`config.mk`:
```
export PLATFORM = sky130hd
export DESIGN_NAME = kllc_ram
export DESIGN_NICKNAME = d
export VERILOG_FILES = /design/src/rtl/core/kllc_ram.sv
export SDC_FILE = /design/constraint.sdc
export NUM_CORES = 1
export LEC_CHECK = 0
export BUFFER_PORTS_ARGS = -buffer_cell sky130_fd_sc_hd__buf_2
export CELL_PAD_IN_SITES_DETAIL_PLACEMENT = 1
export CELL_PAD_IN_SITES_GLOBAL_PLACEMENT = 1
export CORE_ASPECT_RATIO = 1.4
export CORE_UTILIZATION = 35
export CTS_CLUSTER_SIZE = 12
export DETAILED_ROUTE_END_ITERATION = 12
export PLACE_DENSITY_LB_ADDON = 0.2
export SLEW_MARGIN = 20
export SYNTH_ARGS = -nofsm -noshare
export SYNTH_HDL_FRONTEND = slang
export SYNTH_SLANG_ARGS = --single-unit
```
`constraint.sdc`:
```
create_clock -name clk -period 3.8 [get_ports clk]
set_clock_uncertainty 0.2 [all_clocks]
set_input_delay 0.76 -clock clk [delete_from_list [all_inputs] [get_ports clk]]
set_output_delay 0.76 -clock clk [all_outputs]
set_load 0.05 [all_outputs]
```
`src/rtl/core/kllc_ram.sv`:
```
// ----------------------------------------------------------------------------
// kllc_ram: generic single-write, single-read RAM
// One write port and one read port with registered read data.
// ----------------------------------------------------------------------------
module kllc_ram #(
	parameter int WIDTH = 8,
	parameter int DEPTH = 16
) (
	input  logic                     clk,
	input  logic                     we,
	input  logic [$clog2(DEPTH)-1:0] waddr,
	input  logic [WIDTH-1:0]         wdata,
	input  logic [$clog2(DEPTH)-1:0] raddr,
	output logic [WIDTH-1:0]         rdata
);

	logic [WIDTH-1:0] mem_q [DEPTH];

	// write and registered read
	always_ff @(posedge clk) begin
		if (we) begin
			mem_q[waddr] <= wdata;
		end
		rdata <= mem_q[raddr];
	end

endmodule

```
-- Word level (Yosys, flattened, before mapping)
Memory sizes are Yosys's and may differ from the RTL's. A register that Yosys moved wholly into a read port is not among the register bits.
Cells that the tools add are included.
- muxes and demuxes: 2
- operator list (operator ; count):
    1-bit 2-to-1 mux ; 2
- bits in writable memories: 128
- bits of input ports: 18
- output and inout bits: 8
- register bits after elaboration: 0
- memories kept: 1
- memory list (name ; words ; width ; rd ports ; clocked after Yosys merged registers in ; wr ports ; RTL line ; RTL):
    mem_q ; 16 ; 8 ; 1 ; 1 ; 1 ; 17 ; logic [WIDTH-1:0] mem_q [DEPTH];

-- Logic depth before layout (Yosys ltp)
- word-level depth: 2
- gate-level depth with buffers: 5
- mapped depth without buffers: 3

-- Worst setup path before layout
OpenSTA, ideal clock, no wires.
- kind: input port to flip-flop
- from: input port waddr[2]
- to: memory mem_q[0][0] (enable)
- cell stages on the path: 2
- arrival time: 1.870 ns
- setup slack: 1.347 ns
- path buffers: 0
- cell sequence: or3b_2 nor3_1
- RTL lines (item ; RTL line ; RTL):
    from (decl) ; 11 ; input logic [$clog2(DEPTH)-1:0] waddr,
    to (decl) ; 17 ;
No word-level cell before the write port.

==> impl_results.md <==
- Worst R2R End: rdata[4]$_DFF_P_
- Clock Power Share: 47.2%
- Ys Warns: 0
- Post-CTS Setup Bufs: 0
- Via density: just over 5
- Htree depth: 4
- Register area share after synthesis: 77.8%
- Net Count, Synth: 247
- Power Dens Cells: 579 mW/mm²
- Top cell type's share of synthesized area: approximately 75%
- Crit-path max cell delay: 0.57 ns
- Most Crowded Layer GR: met2
- Placed Cells: 445
- N_diodes: 0
- Register bit total from synthesis: around 140
- Setup Viol. Count Final: 0
- Vias in the first global route: roughly 2700
- R2r startpoint: mem_q[8][4]$_DFFE_PP_
- Vert. Die Dim: 145 µm
- Area of the core: approximately 0.014 mm²
- Worst slew margin: between 30% and 40%
- Yosys top cell by area: edfxtp_1
- Via count: 2405
- Largest fanout on the critical path: 22
- Pint: roughly 2.8 mW
- Final worst slack: ~1.4 ns
- Syn-to-layout area delta: 18.8%
- Detail Placement HPWL: a little under 7000 µm
- CTS Buf Count: 17
- M3 GR Usage: 3.54%
- Initial antenna violation count: 0
- Setup WS pre-CTS: 0.912 ns
- Gate Count Post-Synth: approximately 230
- Remaining global-route overflow: 0
- # DRC: 0
- Max Freq: around 0.42 GHz
- IO Port Bufs: 25
- Flop2flop setup slack: 2.14 ns
- Critical path capture point type: flop
- Gr usage total: between 15 and 20%
- Final Max Slew Viols: 0
- Num rows: 52
- Iteration-0 DRC Markers: 74
- CP Data Required Time: between 3 and 4 ns
- Finished Layout Cells: ~480
- Path type of the worst min-delay path: reg -> reg
- Net Sw Frac: roughly 22%
- Hold Slack: approximately 0.47 ns
- Crit path time final: around 2.4 ns
- Slowest CP cell: mux4_1
- Clk sinks: about 140
- Pin count of the biggest net entering global routing: 33
- First-pass DRT Iterations: 4
- Die ar.: 0.0152 mm²
- RSZ-0062 raised after global routing: no
- Syn avg cell area: 22.5 µm²
- Reg2reg path depth: 3
- Combinational Power Share: ~5.2%
- Max Cap Violations: 0
- Clock-pin slew on the worst setup and hold paths: about 0.06 ns
- Met1 GRT Util: between 10% and 20%
- CP cell instances: buf_2, buf_4, mux4_1, a22oi_1, nand2_1
- Fin crit share: ~63%
- Worst-Margin Slew: roughly 0.96 ns
- Crit. Startpoint: raddr[0]
- Sw power: between 0.7 and 0.8 mW
- Share of power burned in registers: a little under half
- Final Net Count: between 200 and 300
- Setup CP Type: in -> reg
- RD Place Congestion: between 0.6 and 0.7
- CTS-repair resized insts: 0
- Hold buffer count at cts: 0
- Crit start category: input pin
- Overall power: ~3.5 mW
- Clk_lat worst skew: about 0.42 ns
- Crit path capture: rdata[5]$_DFF_P_
- Leakage power: around 2.0 nW
- Grt met2 use: roughly a quarter
- # IOs: 26
- ANT nets after route: 0
- Routed len/inst: around 23 µm
- CP arrival: about 2.5 ns
- Crit. path cell count: 5
- Aggregate negative setup slack: 0 ns
- Final WL: about 11000 µm
- Buffer and inverter count on the worst path: 2
- Mapped Area: ~0.0051 mm²
- CTS tree: built
- Cell family with most CP delay: buffers and inverters
- Starting density of the core: 35.8%
- Status: finished clean
- Hold Path Depth: 3
- Clk root buf: clkbuf_16
- First-pass GRT wire length: 16500 µm
- Maximum VDD drop: about 0.00024 V
- Clock buffer depth: 2
- Post-synth cell types: 19
- Final Hold Fails: 0
- Synth area leaders: edfxtp_1, mux4_2, mux4_1, dfxtp_1, a22oi_1
- Die width: between 100 and 150 µm
- Fraction of layout cells with a size suffix above 1: between 20 and 30%
- Hold Startpoint: mem_q[15][1]$_DFFE_PP_
## cell usage after synthesis
cell type	number
edfxtp_1	128
mux4_2	18
a22oi_1	16
mux4_1	14
nor2_1	13
nand2_1	9
dfxtp_1	8
nor3_1	4
buf_2	3
buf_6	3
clkdlybuf4s25_2	3
nand2b_1	2
nand3b_1	2
and2_1	1
and2b_1	1
buf_4	1
nand3_1	1
nor2b_1	1
or3b_2	1
## layer usage
metal  vias to the layer above  wire (µm)
li1                       1071          -
met1                      1275       4490
met4                         0        183
met3                        12        310
met2                        47       5750
met5                         -          0
## metrics by stage
stage          instance area [µm²]  util (%)
3_3_place_gp                  5510      38.3
5_1_grt                       6120      42.5
4_1_cts                       6120      42.5
2_1_floorplan                 5150         -
6_report                      6120      42.5
3_5_place_dp                  5510      38.3
## state kept, by name, summed over array words and instances, names as in the netlist
name   cells
rdata      8
mem_q    128
## worst register-to-register path, stage by stage (launching register included)
cell      delay [ns]
edfxtp_1        0.38
mux4_1          0.54
a22oi_1         0.30
nand2_1         0.11
## logic make-up (layout without fill, tap and decap cells)
| logic type | count (synthesis) | in the layout | synth area share (%) |
|---|---|---|---|
| and+or+nand+nor | 35 | 35 | 3.18 |
| DFF | 136 | 136 | 77.8 |
| muxes | 32 | 32 | 15.0 |
| buffers and inverters | 10 | 69 | 1.68 |
| AOI/OAI and AO/OA | 16 | 16 | 2.33 |
## worst min path at each step
stage / endpoint / slack (ns)
floorplan: rdata[0]$_DFF_P_ / 0.43
global placement: rdata[5]$_DFF_P_ / 0.46
detailed placement: rdata[3]$_DFF_P_ / 0.47
CTS: rdata[3]$_DFF_P_ / 0.48
global route: rdata[5]$_DFF_P_ / 0.51
finish: rdata[1]$_DFF_P_ / 0.47
## area by class of cell
type | count | area [µm²]
Clock inverter | 14 | 174
Tap cell | 189 | 236
Sequential cell | 136 | 4000
Multi-Input combinational cell | 83 | 1060
Fill cell | 1323 | 8260
Timing Repair Buffer | 37 | 215
Clock buffer | 18 | 429
## power by group through the flow
stage          sequential (mW)  clock, mW  combinational [mW]
5_1_grt                   1.69       1.76               0.201
3_3_place_gp              1.72          0               0.188
2_1_floorplan             1.75          0              0.0851
6_report                  1.69       1.67               0.185
3_5_place_dp              1.72          0               0.190
4_1_cts                   1.69       1.70               0.191
## placed cells by master (no fill, tap or decap), types with 8 or more instances in the layout
master	count
edfxtp_1	128
buf_2	25
mux4_2	18
clkbuf_16	17
a22oi_1	16
mux4_1	14
nor2_1	13
buf_4	12
nand2_1	9
dfxtp_1	8
Power figures use the tool's default switching activity.
